--- src/hw/rtl/samm_pkg.sv ---
package samm_pkg;

  // input word
  typedef struct packed {
    logic [1:0]  func;
    logic [2:0]  key_num;
    logic [15:0] light_level;
    logic [4:0]  hour;
    logic [5:0]  minute;
  } in_word_t;

  // result word
  typedef struct packed {
    logic [7:0] servo_angle;
    logic [1:0] mode;
    logic [7:0] manual_setting;
    logic [2:0] edit_index;
    logic [4:0] on_hour;
    logic [5:0] on_minute;
    logic [4:0] off_hour;
    logic [5:0] off_minute;
    logic [7:0] timer_angle;
    logic       in_window;
  } out_word_t;

  // event kinds
  localparam logic [1:0] FUNC_SWITCH = 2'd0;
  localparam logic [1:0] FUNC_KEY    = 2'd1;
  localparam logic [1:0] FUNC_LIGHT  = 2'd2;
  localparam logic [1:0] FUNC_CLOCK  = 2'd3;

  // modes
  localparam logic [1:0] MODE_AUTO   = 2'd0;
  localparam logic [1:0] MODE_MANUAL = 2'd1;
  localparam logic [1:0] MODE_TIMER  = 2'd2;

  // keys that act
  localparam logic [2:0] KEY_NEXT = 3'd2;
  localparam logic [2:0] KEY_UP   = 3'd3;
  localparam logic [2:0] KEY_DOWN = 3'd4;

  // timer settings selected by the edit index
  localparam logic [2:0] EDIT_ON_HOUR  = 3'd0;
  localparam logic [2:0] EDIT_ON_MIN   = 3'd1;
  localparam logic [2:0] EDIT_OFF_HOUR = 3'd2;
  localparam logic [2:0] EDIT_OFF_MIN  = 3'd3;
  localparam logic [2:0] EDIT_ANGLE    = 3'd4;

  // configuration register indexes
  localparam logic [1:0] REG_BAND_ONE   = 2'd0;
  localparam logic [1:0] REG_BAND_TWO   = 2'd1;
  localparam logic [1:0] REG_BAND_THREE = 2'd2;
  localparam logic [1:0] REG_BAND_FOUR  = 2'd3;

  // band reset values
  localparam logic [15:0] BAND_ONE_RST   = 16'd50;
  localparam logic [15:0] BAND_TWO_RST   = 16'd100;
  localparam logic [15:0] BAND_THREE_RST = 16'd200;
  localparam logic [15:0] BAND_FOUR_RST  = 16'd500;

  // angles
  localparam logic [7:0] ANGLE_0   = 8'd0;
  localparam logic [7:0] ANGLE_30  = 8'd30;
  localparam logic [7:0] ANGLE_90  = 8'd90;
  localparam logic [7:0] ANGLE_150 = 8'd150;
  localparam logic [7:0] ANGLE_180 = 8'd180;
  localparam logic [7:0] DEG_STEP  = 8'd30;

  // clock limits
  localparam logic [4:0] HOUR_LAST = 5'd23;
  localparam logic [5:0] MIN_LAST  = 6'd59;
  localparam logic [2:0] EDIT_LAST = 3'd4;

  // state reset values
  localparam logic [4:0] ON_HOUR_RST  = 5'd8;
  localparam logic [5:0] ON_MIN_RST   = 6'd0;
  localparam logic [4:0] OFF_HOUR_RST = 5'd19;
  localparam logic [5:0] OFF_MIN_RST  = 6'd0;

endpackage

--- src/hw/rtl/samm_in_stage.sv ---
module samm_in_stage (
  input  logic                clk,
  input  logic                rst_n,
  input  logic                in_valid,
  output logic                in_ready,
  input  samm_pkg::in_word_t  in_data,
  output logic                s_valid,
  input  logic                s_ready,
  output samm_pkg::in_word_t  s_data
);

  logic               v_r;
  samm_pkg::in_word_t data_r;

  // room when empty or when the held word leaves this cycle
  assign in_ready = !v_r || s_ready;
  assign s_valid  = v_r;
  assign s_data   = data_r;

  // valid flag
  always_ff @(posedge clk) begin
    if (!rst_n) begin
      v_r <= 1'b0;
    end else if (in_ready) begin
      v_r <= in_valid;
    end
  end

  // payload
  always_ff @(posedge clk) begin
    if (in_valid && in_ready) begin
      data_r <= in_data;
    end
  end

endmodule

--- src/hw/rtl/samm_core.sv ---
module samm_core (
  input  logic                clk,
  input  logic                rst_n,
  input  logic                cfg_we,
  input  logic [1:0]          cfg_index,
  input  logic [15:0]         cfg_data,
  input  logic                fire,
  input  samm_pkg::in_word_t  item,
  output samm_pkg::out_word_t res
);

  // light bands
  logic [15:0] band1_r, band2_r, band3_r, band4_r;

  // controller state
  logic [1:0] mode_r, mode_nxt;
  logic [7:0] manual_r, manual_nxt;
  logic [7:0] angle_r, angle_nxt;
  logic [2:0] index_r, index_nxt;
  logic [4:0] sh_r, sh_nxt;
  logic [5:0] sm_r, sm_nxt;
  logic [4:0] eh_r, eh_nxt;
  logic [5:0] em_r, em_nxt;
  logic [7:0] tangle_r, tangle_nxt;

  logic        hit;
  logic        up;
  logic [7:0]  light_angle;
  logic [8:0]  tangle_sum;
  logic [10:0] now_min, st_min, en_min;

  // hour * 60 + minute as shifts
  function automatic logic [10:0] to_minutes(input logic [4:0] h, input logic [5:0] m);
    logic [10:0] h64, h4;
    h64 = {h, 6'd0};
    h4  = {4'd0, h, 2'd0};
    return h64 - h4 + {5'd0, m};
  endfunction

  // band lookup, first band the light is below wins
  always_comb begin
    if (item.light_level < band1_r) begin
      light_angle = samm_pkg::ANGLE_0;
    end else if (item.light_level < band2_r) begin
      light_angle = samm_pkg::ANGLE_30;
    end else if (item.light_level < band3_r) begin
      light_angle = samm_pkg::ANGLE_90;
    end else if (item.light_level < band4_r) begin
      light_angle = samm_pkg::ANGLE_150;
    end else begin
      light_angle = samm_pkg::ANGLE_180;
    end
  end

  // time window bounds
  assign now_min    = to_minutes(item.hour, item.minute);
  assign st_min     = to_minutes(sh_r, sm_r);
  assign en_min     = to_minutes(eh_r, em_r);
  assign tangle_sum = {1'b0, tangle_r} + {1'b0, samm_pkg::DEG_STEP};
  assign up         = (item.key_num == samm_pkg::KEY_UP);

  // next state for one event
  always_comb begin
    mode_nxt   = mode_r;
    manual_nxt = manual_r;
    angle_nxt  = angle_r;
    index_nxt  = index_r;
    sh_nxt     = sh_r;
    sm_nxt     = sm_r;
    eh_nxt     = eh_r;
    em_nxt     = em_r;
    tangle_nxt = tangle_r;
    hit        = 1'b0;
    case (item.func)
      samm_pkg::FUNC_SWITCH: begin
        if (mode_r == samm_pkg::MODE_AUTO) begin
          mode_nxt   = samm_pkg::MODE_MANUAL;
          manual_nxt = samm_pkg::ANGLE_90;
        end else if (mode_r == samm_pkg::MODE_MANUAL) begin
          mode_nxt = samm_pkg::MODE_TIMER;
        end else begin
          mode_nxt = samm_pkg::MODE_AUTO;
        end
        index_nxt = samm_pkg::EDIT_ON_HOUR;
      end
      samm_pkg::FUNC_KEY: begin
        if (mode_r == samm_pkg::MODE_MANUAL) begin
          if (item.key_num == samm_pkg::KEY_NEXT) begin
            manual_nxt = (manual_r >= samm_pkg::ANGLE_180) ? samm_pkg::ANGLE_0
                                                           : manual_r + samm_pkg::DEG_STEP;
          end else if (item.key_num == samm_pkg::KEY_UP) begin
            manual_nxt = (manual_r == samm_pkg::ANGLE_0) ? samm_pkg::ANGLE_180
                                                         : manual_r - samm_pkg::DEG_STEP;
          end
        end else if (mode_r == samm_pkg::MODE_TIMER) begin
          if (item.key_num == samm_pkg::KEY_NEXT) begin
            index_nxt = (index_r >= samm_pkg::EDIT_LAST) ? samm_pkg::EDIT_ON_HOUR
                                                         : index_r + 3'd1;
          end else if (item.key_num == samm_pkg::KEY_UP ||
                       item.key_num == samm_pkg::KEY_DOWN) begin
            case (index_r)
              samm_pkg::EDIT_ON_HOUR: begin
                if (up) sh_nxt = (sh_r >= samm_pkg::HOUR_LAST) ? 5'd0 : sh_r + 5'd1;
                else    sh_nxt = (sh_r == 5'd0) ? samm_pkg::HOUR_LAST : sh_r - 5'd1;
              end
              samm_pkg::EDIT_ON_MIN: begin
                if (up) sm_nxt = (sm_r >= samm_pkg::MIN_LAST) ? 6'd0 : sm_r + 6'd1;
                else    sm_nxt = (sm_r == 6'd0) ? samm_pkg::MIN_LAST : sm_r - 6'd1;
              end
              samm_pkg::EDIT_OFF_HOUR: begin
                if (up) eh_nxt = (eh_r >= samm_pkg::HOUR_LAST) ? 5'd0 : eh_r + 5'd1;
                else    eh_nxt = (eh_r == 5'd0) ? samm_pkg::HOUR_LAST : eh_r - 5'd1;
              end
              samm_pkg::EDIT_OFF_MIN: begin
                if (up) em_nxt = (em_r >= samm_pkg::MIN_LAST) ? 6'd0 : em_r + 6'd1;
                else    em_nxt = (em_r == 6'd0) ? samm_pkg::MIN_LAST : em_r - 6'd1;
              end
              samm_pkg::EDIT_ANGLE: begin
                if (up) begin
                  tangle_nxt = (tangle_sum > {1'b0, samm_pkg::ANGLE_180}) ? samm_pkg::ANGLE_0
                                                                          : tangle_sum[7:0];
                end else begin
                  tangle_nxt = (tangle_r == samm_pkg::ANGLE_0) ? samm_pkg::ANGLE_180
                                                               : tangle_r - samm_pkg::DEG_STEP;
                end
              end
              default: begin
              end
            endcase
          end
        end
      end
      samm_pkg::FUNC_LIGHT: begin
        if (mode_r == samm_pkg::MODE_AUTO) begin
          angle_nxt = light_angle;
        end else if (mode_r == samm_pkg::MODE_MANUAL) begin
          angle_nxt = manual_r;
        end
      end
      samm_pkg::FUNC_CLOCK: begin
        if (mode_r == samm_pkg::MODE_TIMER) begin
          // window may wrap past midnight
          if (st_min <= en_min) begin
            hit = (now_min >= st_min) && (now_min <= en_min);
          end else begin
            hit = (now_min >= st_min) || (now_min <= en_min);
          end
          angle_nxt = hit ? tangle_r : samm_pkg::ANGLE_0;
        end
      end
      default: begin
      end
    endcase
  end

  // result shows the state after the event
  always_comb begin
    res.servo_angle    = angle_nxt;
    res.mode           = mode_nxt;
    res.manual_setting = manual_nxt;
    res.edit_index     = index_nxt;
    res.on_hour        = sh_nxt;
    res.on_minute      = sm_nxt;
    res.off_hour       = eh_nxt;
    res.off_minute     = em_nxt;
    res.timer_angle    = tangle_nxt;
    res.in_window      = hit;
  end

  // controller state registers
  always_ff @(posedge clk) begin
    if (!rst_n) begin
      mode_r   <= samm_pkg::MODE_AUTO;
      manual_r <= samm_pkg::ANGLE_90;
      angle_r  <= samm_pkg::ANGLE_0;
      index_r  <= samm_pkg::EDIT_ON_HOUR;
      sh_r     <= samm_pkg::ON_HOUR_RST;
      sm_r     <= samm_pkg::ON_MIN_RST;
      eh_r     <= samm_pkg::OFF_HOUR_RST;
      em_r     <= samm_pkg::OFF_MIN_RST;
      tangle_r <= samm_pkg::ANGLE_150;
    end else if (fire) begin
      mode_r   <= mode_nxt;
      manual_r <= manual_nxt;
      angle_r  <= angle_nxt;
      index_r  <= index_nxt;
      sh_r     <= sh_nxt;
      sm_r     <= sm_nxt;
      eh_r     <= eh_nxt;
      em_r     <= em_nxt;
      tangle_r <= tangle_nxt;
    end
  end

  // band registers
  always_ff @(posedge clk) begin
    if (!rst_n) begin
      band1_r <= samm_pkg::BAND_ONE_RST;
      band2_r <= samm_pkg::BAND_TWO_RST;
      band3_r <= samm_pkg::BAND_THREE_RST;
      band4_r <= samm_pkg::BAND_FOUR_RST;
    end else if (cfg_we) begin
      case (cfg_index)
        samm_pkg::REG_BAND_ONE:   band1_r <= cfg_data;
        samm_pkg::REG_BAND_TWO:   band2_r <= cfg_data;
        samm_pkg::REG_BAND_THREE: band3_r <= cfg_data;
        samm_pkg::REG_BAND_FOUR:  band4_r <= cfg_data;
        default: begin
        end
      endcase
    end
  end

endmodule

--- src/hw/rtl/samm_out_stage.sv ---
module samm_out_stage (
  input  logic                clk,
  input  logic                rst_n,
  input  logic                r_valid,
  output logic                r_ready,
  input  samm_pkg::out_word_t r_data,
  output logic                out_valid,
  input  logic                out_ready,
  output samm_pkg::out_word_t out_data
);

  logic                v_r;
  samm_pkg::out_word_t data_r;

  // take a new result when empty or when the held one is taken
  assign r_ready   = !v_r || out_ready;
  assign out_valid = v_r;
  assign out_data  = data_r;

  // valid flag
  always_ff @(posedge clk) begin
    if (!rst_n) begin
      v_r <= 1'b0;
    end else if (r_ready) begin
      v_r <= r_valid;
    end
  end

  // payload
  always_ff @(posedge clk) begin
    if (r_valid && r_ready) begin
      data_r <= r_data;
    end
  end

endmodule

--- src/hw/rtl/servo_angle_mode_manager.sv ---
// channel  | direction | handshake            | payload
// in_      | input     | in_valid / in_ready  | in_data (in_word_t)
// out_     | output    | out_valid / out_ready| out_data (out_word_t)
// cfg_     | input     | cfg_valid / cfg_ready| cfg_index, cfg_data
//
// one word per cycle sustained while out_ready stays high; a word taken from in_data passes
// the input register, then the next-state logic, then the result register before out_data
// rst_n is synchronous; it restores modes, timer settings and light bands
// a stalled result holds in the output register while one more word waits in the input
// register; cfg_ready is always high
module servo_angle_mode_manager (
  input  logic                clk,
  input  logic                rst_n,
  input  logic                in_valid,
  output logic                in_ready,
  input  samm_pkg::in_word_t  in_data,
  output logic                out_valid,
  input  logic                out_ready,
  output samm_pkg::out_word_t out_data,
  input  logic                cfg_valid,
  output logic                cfg_ready,
  input  logic [1:0]          cfg_index,
  input  logic [15:0]         cfg_data
);

  logic                s_valid;
  logic                s_ready;
  samm_pkg::in_word_t  s_data;
  samm_pkg::out_word_t res;
  logic                fire;

  // config writes land at once
  assign cfg_ready = 1'b1;

  // event is applied when it moves into the result register
  assign fire = s_valid && s_ready;

  // input register
  samm_in_stage u_in_stage (
    .clk      (clk),
    .rst_n    (rst_n),
    .in_valid (in_valid),
    .in_ready (in_ready),
    .in_data  (in_data),
    .s_valid  (s_valid),
    .s_ready  (s_ready),
    .s_data   (s_data)
  );

  // state and next-state logic
  samm_core u_core (
    .clk       (clk),
    .rst_n     (rst_n),
    .cfg_we    (cfg_valid && cfg_ready),
    .cfg_index (cfg_index),
    .cfg_data  (cfg_data),
    .fire      (fire),
    .item      (s_data),
    .res       (res)
  );

  // result register
  samm_out_stage u_out_stage (
    .clk       (clk),
    .rst_n     (rst_n),
    .r_valid   (s_valid),
    .r_ready   (s_ready),
    .r_data    (res),
    .out_valid (out_valid),
    .out_ready (out_ready),
    .out_data  (out_data)
  );

endmodule

--- config.mk ---
export PLATFORM = sky130hd
export DESIGN_NAME = servo_angle_mode_manager
export DESIGN_NICKNAME = d
export VERILOG_FILES = /design/src/hw/rtl/samm_pkg.sv /design/src/hw/rtl/samm_in_stage.sv /design/src/hw/rtl/samm_core.sv /design/src/hw/rtl/samm_out_stage.sv /design/src/hw/rtl/servo_angle_mode_manager.sv
export SDC_FILE = /design/constraint.sdc
export NUM_CORES = 1
export LEC_CHECK = 0
export BUFFER_PORTS_ARGS = -buffer_cell sky130_fd_sc_hd__buf_2
export CAP_MARGIN = 20
export CORE_ASPECT_RATIO = 1.25
export CORE_MARGIN = 2
export CORE_UTILIZATION = 61
export DETAILED_ROUTE_END_ITERATION = 8
export PLACE_DENSITY = 0.81
export SYNTH_ARGS = -nofsm -noshare
export SYNTH_HDL_FRONTEND = slang
export SYNTH_HIERARCHICAL = 1
export SYNTH_SLANG_ARGS = --single-unit
--- constraint.sdc ---
create_clock -name clk -period 7.3 [get_ports clk]
set_input_delay 2.19 -clock clk [delete_from_list [all_inputs] [get_ports clk]]
set_output_delay 2.19 -clock clk [all_outputs]
set_load 0.005 [all_outputs]
==> results of run 1 <==
## path summary, 6_finish.rpt
check / start / slack (ns) / depth (start not counted) / endpoint
max: out_ready / 2.41 / 4 / in_ready
min: u_core/band2_r[11] / 0.45 / 2 / u_core/band2_r[11]
max reg2reg: u_core/eh_r[0] / 2.64 / 16 / u_core/angle_r[0]
min reg2reg: u_core/band2_r[11] / 0.45 / 2 / u_core/band2_r[11]
## registers in the layout, indices dropped and copies added, names as in the netlist, 6 cells and up
register and cells:
u_out_stage/out_data 52, u_in_stage/s_data 32, u_core/band1_r 16, u_core/band2_r 16, u_core/band3_r 16, u_core/band4_r 16, u_core/angle_r 8, u_core/manual_r 8
u_core/tangle_r 8, u_core/em_r 6, u_core/sm_r 6
## synthesized netlist by cell type (8+ instances only)
| library cell | instances |
|---|---|
| nor3_1 | 39 |
| and2_1 | 9 |
| nand4_1 | 12 |
| xnor2_1 | 23 |
| and3_1 | 13 |
| nand3_1 | 26 |
| nor2_1 | 90 |
| o211ai_1 | 37 |
| a21oi_1 | 139 |
| nand2_1 | 226 |
| o211a_1 | 8 |
| clkbuf_1 | 60 |
| a21o_1 | 17 |
| a211oi_1 | 14 |
| dfxtp_1 | 117 |
| a31oi_1 | 15 |
| nand2b_1 | 14 |
| inv_1 | 114 |
| ha_1 | 123 |
| edfxtp_1 | 84 |
| nor2b_1 | 17 |
| o21ai_0 | 103 |
| mux2i_1 | 16 |
## per-layer routing
metal | routed length (µm) | vias up | global-route usage
met4 | 1000 | 0 | 0.109
li1 | - | 5270 | -
met3 | 2120 | 82 | 0.0394
met1 | 12100 | 5047 | 0.359
met5 | 0 | - | 0
met2 | 15000 | 459 | 0.495
## critical path: cells and delay by family
kind	cells	cell delay [ns]
buf+inv	2	0.21
simple gates	2	0.29
## stage by stage
stage / std cells / power, mW / hold WS (ns)
after floorplan: 1444 / 1.60 / 0.432
after global placement: 1756 / 1.71 / 0.439
after detailed placement: 1756 / 1.73 / 0.448
after CTS: 1793 / 2.80 / 0.456
after global routing: 1793 / 2.91 / 0.476
final: 1793 / 2.79 / 0.452
## power by group through the flow
stage          Combinational (mW)  Sequential, mW  Clock [mW]
4_1_cts                     0.449            1.26        1.10
3_5_place_dp                0.446            1.28           0
6_report                    0.454            1.26        1.08
5_1_grt                     0.509            1.26        1.14
2_1_floorplan               0.330            1.27           0
3_3_place_gp                0.432            1.28           0
## final cells by class
cell class | instances | area share
Timing Repair Buffer | 113 | 0.0423
Clock inverter | 11 | 0.00733
Multi-Input combinational cell | 1058 | 0.495
Tap cell | 270 | 0.0247
Inverter | 114 | 0.0313
Sequential cell | 201 | 0.356
Clock buffer | 26 | 0.0429
## cells by family (layout without fill, tap and decap cells)
| kind of cell | after synthesis | count (layout) | share of synthesized area |
|---|---|---|---|
| mux | 18 | 18 | 0.0148 |
| other cells | 1 | 1 | 0.000304 |
| flops | 201 | 201 | 0.395 |
| simple gates | 476 | 476 | 0.175 |
| xor+xnor | 30 | 30 | 0.0213 |
| compound gates | 408 | 408 | 0.210 |
| fa+ha+maj | 125 | 125 | 0.127 |
| buf+inv | 185 | 264 | 0.0572 |
==> results.md, run 1 <==
- Run status: finished clean
- Vias in the first global route: 10,371
- DIE WIDTH: 131 µm
- Synth top area cells: edfxtp_1 (20%), dfxtp_1 (19%), ha_1 (12%), nand2_1 (6.9%), a21oi_1 (5.6%)
- Max VDD drop: 0.198 mV
- Leakage dissipation: 5.59 nW
- Die area: 21,400 µm²
- RD Place Congestion: 0.937
- Hpwl dp: 21.5 mm
- DR pass1 iterations: 5
- FILL cells: 1,607
- Part of the power in registers: 0.451
- Via density per instance: ~6.1
- Num ports: 110
- DP Area: 13,000 µm²
- FF/Latch Area: roughly 4900 µm²
- Required @ worst endpoint: slightly above 5 ns
- Number of setup buffers added after CTS: 0
- Syn nets: 1,622
- Syn Inst Count: 1,444
- Syn avg cell area: around 8.5 µm²
- Fmax: just over 0.2 GHz
- H-tree Lvls: 1
- CP startpoint kind: input pin
- Synth area leader: edfxtp_1
- Core area: 20,000 µm²
- Synth Cell Area: 12,300 µm²
- Area share of the largest cell type after synthesis: 0.205
- Post-synthesis sequential area ratio: 0.395
- Slew margin rel.: 0.345
- GRT Overall Usage: 0.286
- Placement Setup Slack: 2.41 ns
- Total of max-cap violations: 0
- DR WL/cell: 16.9 µm
- Clock transition at the registers of the reported paths: 0.06 ns
- Final Cycle Share: 0.670
- Synth Register Bits: 201
- Hold WC Path Type: reg2reg
- Skew final: 0.0129 ns
- Post-synth EDFFs: 84
- Crit path largest cell delay: about 0.15 ns
- Routed WL: a little over 30 mm
- Starting Density: 0.617
- Fin crit period: just under 5 ns
- Rows: 58
- Detailed Route Iter0 Violations: 820
- CP Max Fanout: 4
- Final design utilization: 0.684
- Hold Buf Count CTS: 0
- CP arrival: 2.70 ns
- TritonCTS clock tree: built
- Final Slew Violations: 0
- Nets: 1,687
- Net switching power: around 0.76 mW
- Largest net degree at the start of global routing: 64
- Die span in y: between 150 and 200 µm
- Hold Vio Cnt, Final: 0
- Area grow syn2layout: 10.8%
- Clock buffer depth: 3
- Buffers on Ports: between 100 and 150
- Gr ovfl total: 0
- Synth warn: 6
- Crit end category: primary output
- Global-route wire length before repair: 49.5 mm
- Most frequent cells in the layout: nand2_1 (226), a21oi_1 (139), ha_1 (123)
- Final instance area: 13,700 µm²
- Clk_lat worst skew: 0.50 ns
- # DRC: 0
- Final setup margin: 2.41 ns
- Synth Flop Type: dfxtp_1
- Footprint of the multi-input gates: 6760 µm²
- Number of diodes: 0
- Layout cells sized above 1: 0.110
- Post-DRT Antenna Nets: 0
- RSZ-0062 raised after global routing: false
- Crit-path cells: buf_2 -> nand2b_4 -> nand2b_4 -> buf_2
- Clk sink count: 201
- Most common cell after layout, fill and taps aside: nand2_1
- Int Power: 2.03 mW
- Setup-failing EPs final: 0
- CP max stage cell: nand2b_4
- Post-synth cell types: 76
- Worst-Margin Slew: 0.958 ns
- Async set or reset register ratio after synthesis: 0
- Power per cell area: between 200 and 250 nW/µm²
- Crit Path Class: in2out
- CTS Root Cell: clkbuf_16
- Post-CTS resize count: 0
- Comb pwr share: 0.163
- Total negative setup slack: 0 ns
- Switching share of power: 0.271
- Via count: ~11,000
- CTS buffer count: 21
- Initial antenna violation count: 0
- Clock Power Share: 0.386
No activity file was read; power rests on OpenSTA's default activity.
==> run 2: changes to the inputs <==
- CORE_UTILIZATION: 61 -> 55
- PLACE_DENSITY: 0.81 -> 0.78
- clock period: 7.3 -> 3.9 ns (I/O delays scaled with it)
==> run 2 against run 1 <==
The run now ends with negative setup slack left. Non-clock buffer count rose by 56. Routed wire length rose by 7.2%. Clock skew fell by 0.0026 ns. Final cell count rose by 4.0%. First-iteration DRC count fell by 2.8%. Die area rose by 11%. Global-route usage fell by 1.6 points. Design area rose by 4.9%. Critical path depth rose by 15. Register-to-register slack got worse by 2.8 ns. Flip-flop and latch count did not move.
==> results.md, run 2 (synthesis results as in run 1) <==
- CP arrival: 4.54 ns
- Net switching power: between 1.5 and 2 mW
- Via count: 11,129
- RD Place Congestion: 0.921
- Hold path cells: 2
- CP startpoint kind: flip-flop
- Skew final: 0.0103 ns
- Hold Buf Count CTS: 0
- Max FFs per register: 52
- Crit end category: flip-flop
- Required @ worst endpoint: 4.33 ns
- Nets: roughly 1,700
- Buffers on Ports: 108
- Fin crit period: between 4 and 5 ns
- # DRC: 0
- Clock Power Share: 0.383
- Run status: finished with violations
- Rows: 61
- Min-delay src: u_core/band2_r[9]
- DR WL/cell: 17.4 µm
- Final Cycle Share: 1.05
- DIE WIDTH: between 100 and 150 µm
- Worst R2R Path Depth: 19
- Vias in the first global route: around 10,000
- Crit Path Class: reg2reg
- Setup-failing EPs final: 17
- Final setup margin: -0.203 ns
- R2R Path Start: u_in_stage/s_data[8]
- Die span in y: ~170 µm
- Starting Density: 0.556
- Final instance area: 14,300 µm²
- Failing checks: negative setup slack
- CTS Root Cell: clkbuf_16
- Hold WC Path Type: reg2reg
- Initial antenna violation count: 0
- Die area: 23,600 µm²
- Fmax: 0.244 GHz
- Most common cell after layout, fill and taps aside: nand2_1
- Max VDD drop: 0.346 mV
- H-tree Lvls: 1
- Largest net degree at the start of global routing: 63
- Detailed Route Iter0 Violations: 797
- Number of diodes: 0
- Hpwl dp: approximately 22 mm
- Post-DRT Antenna Nets: 0
- Most frequent cells in the layout: nand2_1 (226), a21oi_1 (135), dfxtp_1 (117)
- CTS buffer count: 22
- GRT Overall Usage: 0.271
- Worst-Margin Slew: 0.867 ns
- Slew margin rel.: 0.421
- Part of the power in registers: 0.428
- Layout cells sized above 1: 0.159
- Clock transition at the registers of the reported paths: 0.06 ns
- DR pass1 iterations: 5
- Leakage dissipation: 5.91 nW
- CP Max Fanout: 4
- Total of max-cap violations: 0
- Clock buffer depth: 3
- Clk sink count: approximately 200
- RSZ-0062 raised after global routing: true
- Routed WL: 32.4 mm
- Area grow syn2layout: 16.2%
- Comb pwr share: 0.189
- Power per cell area: 382 nW/µm²
- Core area: 22,100 µm²
- TritonCTS clock tree: built
- Reg2reg setup slack: -0.20 ns
- Num ports: 110
- Worst hold slack: 0.452 ns
- Worst Hold End: u_core/band2_r[9]
- Int Power: 3.96 mW
- Tot Pwr: 5.47 mW
- Global-route wire length before repair: 51.4 mm
- Via density per instance: 5.97
- Worst reg2reg endpoint: u_core/angle_r[2]
- Switching share of power: 0.277
- DP Area: about 13,000 µm²
- Clk_lat worst skew: 0.51 ns
- Gr ovfl total: 0
- Hold Vio Cnt, Final: 0
- Final Slew Violations: 0
run 2: area by class of cell:
| class | count | area (µm²) |
|---|---|---|
| Fill cell | 1822 | 7820 |
| Multi-Input combinational cell | 1058 | 6920 |
| Sequential cell | 201 | 4860 |
| Timing Repair Buffer | 169 | 1020 |
| Clock buffer | 31 | 657 |
| Inverter | 114 | 428 |
| Tap cell | 283 | 354 |
| Clock inverter | 9 | 75.1 |
run 2: repair_timing:
item / in CTS / in global routing
buffers inserted: 11 / 5
endpoints found under the hold margin: 0 / 0
resized for setup: 8 / 25
endpoints found under the setup margin: 16 / 17
pin swaps: 13 / 12
cloned: 1 / 0
run 2: power by group through the flow:
stage                     sequential [mW]  combinational, mW  clock (mW)
after floorplan                      2.37              0.618           0
after global placement               2.39              0.884           0
after detailed placement             2.39              0.909           0
after CTS                            2.34              0.989        2.13
after global routing                 2.35               1.14        2.23
final                                2.34               1.03        2.10
run 2: per-stage QoR:
step	instances	TNS (ns)	utilization	setup WS, ns
after global placement	1810	0	0.602	0.0397
final	1865	-2.11	0.647	-0.203
after global routing	1865	-5.31	0.647	-0.383
after floorplan	1444	0	-	0.0824
after CTS	1862	-0.0164	0.642	-0.0106
after detailed placement	1810	-0.791	0.602	-0.0888
run 2: worst max-delay path, stage by stage, from the launching register on:
cell      delay [ns]
edfxtp_1        0.41
inv_1           0.13
ha_4            0.22
or3_1           0.36
o221a_4         0.14
buf_6           0.13
a21oi_4         0.14
xnor2_2         0.09
ha_1            0.34
nand2_1         0.14
nor4_1          0.36
nand2_1         0.11
nand4b_1        0.12
o211ai_1        0.12
maj3_2          0.35
a221oi_4        0.28
buf_4           0.15
buf_6           0.11
o211ai_1        0.12
a31oi_1         0.21
run 2: worst max-delay path by stage:
| stage | cells past startpoint | end | slack [ns] | from |
|---|---|---|---|---|
| finish | 19 | u_core/angle_r[2] | -0.20 | u_in_stage/s_data[8] |
| global route | 19 | u_core/angle_r[2] | -0.38 | u_in_stage/s_data[8] |
| CTS | 17 | u_core/angle_r[3] | -0.01 | u_in_stage/s_data[4] |
| detailed placement | 16 | u_core/angle_r[0] | -0.09 | u_in_stage/s_data[7] |
| global placement | 16 | u_core/angle_r[3] | 0.04 | u_in_stage/s_data[7] |
| floorplan | 17 | u_core/angle_r[5] | 0.08 | u_core/sh_r[3] |
run 2: layer usage:
metal | GRT usage | part of all wire | vias to the layer above
met5 | 0 | 0 | -
met4 | 0.130 | 0.050 | 0
met3 | 0.0439 | 0.072 | 117
met2 | 0.457 | 0.47 | 450
met1 | 0.335 | 0.40 | 5164
li1 | - | - | 5398
==> run 3: changes to the inputs <==
- CORE_UTILIZATION: 55 -> 61
- PLACE_DENSITY: 0.78 -> 0.81
- clock period: 3.9 -> 4.7 ns (I/O delays scaled with it)
==> run 3 against run 2 <==
The flow now finishes without violations. Die area decreased by 9.6%. Final cell count decreased by 3.7%. Register-to-register slack improved by 0.58 ns. Clock skew increased by 0.0021 ns. Count of clock-buffer cells in the layout decreased by 4. Routed wire length decreased by 5.2%. Total power decreased by 23%. Hold slack improved by 0.00071 ns. Sequential share of layout area increased by 1.7 points. Combinational power decreased by 29%. Global-route usage increased by 1.5 points.
==> results.md, run 3 (synthesis results as in run 1) <==
- Required @ worst endpoint: 5.12 ns
- Largest net degree at the start of global routing: 63
- Most common cell after layout, fill and taps aside: nand2_1
- CP arrival: approximately 4.8 ns
- Die span in y: 163 µm
- DR WL/cell: roughly 17 µm
- Max FFs per register: 52
- Buffers and inverters on the worst path: 2
- Fin crit period: 4.32 ns
- Die area: 21,400 µm²
- Total of max-cap violations: 0
- Via density per instance: 6.02
- Final design utilization: 0.683
- # DRC: 0
- Run status: finished clean
- Most frequent cells in the layout: nand2_1 (226), a21oi_1 (139), ha_1 (123)
- Detailed Route Iter0 Violations: 680
- Post-CTS resize count: 0
- Gr ovfl total: 0
- Initial antenna violation count: 0
- Vias in the first global route: 10,006
- RSZ-0062 raised after global routing: false
- Slew margin rel.: 0.343
- Crit-path cells: inv_1 -> ha_1 -> o21ai_0 -> a2111oi_0 -> buf_4 -> nor3_1 -> xnor2_1 -> ha_1 -> nand2_1 -> o21bai_1 -> a21oi_1 -> o21ai_0 -> a221oi_1 -> a21oi_1 -> nor2_1 -> o211ai_1 -> a31oi_1
- Clk_lat worst skew: about 0.50 ns
- Worst-Margin Slew: 0.985 ns
- Hold Vio Cnt, Final: 0
- Rows: 58
- Num ports: 110
- CTS buffer count: 21
- Nets: 1,690
- Leakage dissipation: 5.58 nW
- CTS Root Cell: clkbuf_16
- Worst R2R Path Depth: 17
- Via count: 10,806
- Tot Pwr: 4.22 mW
- RD Place Congestion: about 0.92
- CP Max Fanout: 9
- Fmax: 0.231 GHz
- Hold Buf Count CTS: 0
- Clock buffer depth: 3
- Final Cycle Share: 0.920
- Total negative setup slack: 0 ns
- Largest delay share family, worst path: compound AO/OA/AOI/OAI gates
- Routed WL: 30.8 mm
- Number of diodes: 0
- Setup-failing EPs final: 0
- H-tree Lvls: 1
- Max VDD drop: 0.250 mV
- Crit path largest cell delay: roughly 0.56 ns
- Post-DRT Antenna Nets: 0
- Crit path depth: 17
- GRT Overall Usage: 0.286
- Hpwl dp: 21.8 mm
- Area grow syn2layout: 10.6%
- Layout cells sized above 1: 0.112
- Crit end category: flip-flop
- Worst hold slack: 0.453 ns
- Clock transition at the registers of the reported paths: roughly 0.060 ns
- Power per cell area: 310 nW/µm²
- Crit Path Class: reg2reg
- CP startpoint kind: flip-flop
- Global-route wire length before repair: 48.9 mm
- DIE WIDTH: between 100 and 150 µm
- Hold WC Path Type: reg2reg
- Buffers on Ports: roughly 110
- DR pass1 iterations: 8
- Starting Density: 0.617
- CP max stage cell: nor2_1
- Final Slew Violations: 0
- Hold path cells: 2
- Core area: 20,000 µm²
- TritonCTS clock tree: built
- Skew final: 0.0124 ns
- Clk sink count: 201
run 3: cell types whose count changed in the layout (fill, tap and decap cells not counted), moves of 3 or more:
cell,previous run,this run
ha_1,116,123
a21oi_2,3,0
a21oi_1,135,139
buf_4,58,7
ha_4,5,0
clkbuf_8,3,0
run 3: layout make-up:
class,instances,area (µm²)
Timing Repair Buffer,116,613
Clock buffer,27,569
Clock inverter,10,55.1
Tap cell,270,338
Inverter,114,428
Sequential cell,201,4860
Multi-Input combinational cell,1058,6760
Fill cell,1625,6330
run 3: what timing repair did:
item	4_1_cts	5_1_grt
hold endpoints to repair	0	0
endpoints found under the setup margin	0	16
buffers inserted	0	1
run 3: path summary, 6_finish.rpt:
kind / start / end / slack [ns]
worst min-delay path: u_core/band3_r[2] / u_core/band3_r[2] / 0.45
worst max register to register: u_core/sh_r[1] / u_core/angle_r[7] / 0.38
worst max-delay path: u_core/sh_r[1] / u_core/angle_r[7] / 0.38
worst min register to register: u_core/band3_r[2] / u_core/band3_r[2] / 0.45
run 3: where the power goes:
part           internal [mW]  switching, mW
combinational          0.288          0.439
sequential              1.90         0.0587
clock                  0.858          0.685
run 3: metal layers:
metal	up-vias	GRT usage	routed length (µm)
li1	5274	-	-
met1	5026	0.353	12400
met2	443	0.505	15500
met3	63	0.0407	2020
met4	0	0.0986	808
met5	-	0	0
run 3: worst register-to-register path: stages, from the launching register on:
cell and delay [ns]:
dfxtp_1 0.48, inv_1 0.18, ha_1 0.35, o21ai_0 0.12, a2111oi_0 0.46, buf_4 0.21, nor3_1 0.05, xnor2_1 0.17
ha_1 0.31, nand2_1 0.07, o21bai_1 0.15, a21oi_1 0.12, o21ai_0 0.15, a221oi_1 0.30, a21oi_1 0.13, nor2_1 0.56
o211ai_1 0.21, a31oi_1 0.22
run 3: per-stage QoR:
stage	instance area, µm²	cells	setup slack (ns)
finish	13600	1796	0.376
global route	13600	1796	0.0294
CTS	13600	1795	0.322
detailed placement	13000	1758	0.323
global placement	13000	1758	0.485
floorplan	12300	1444	0.681
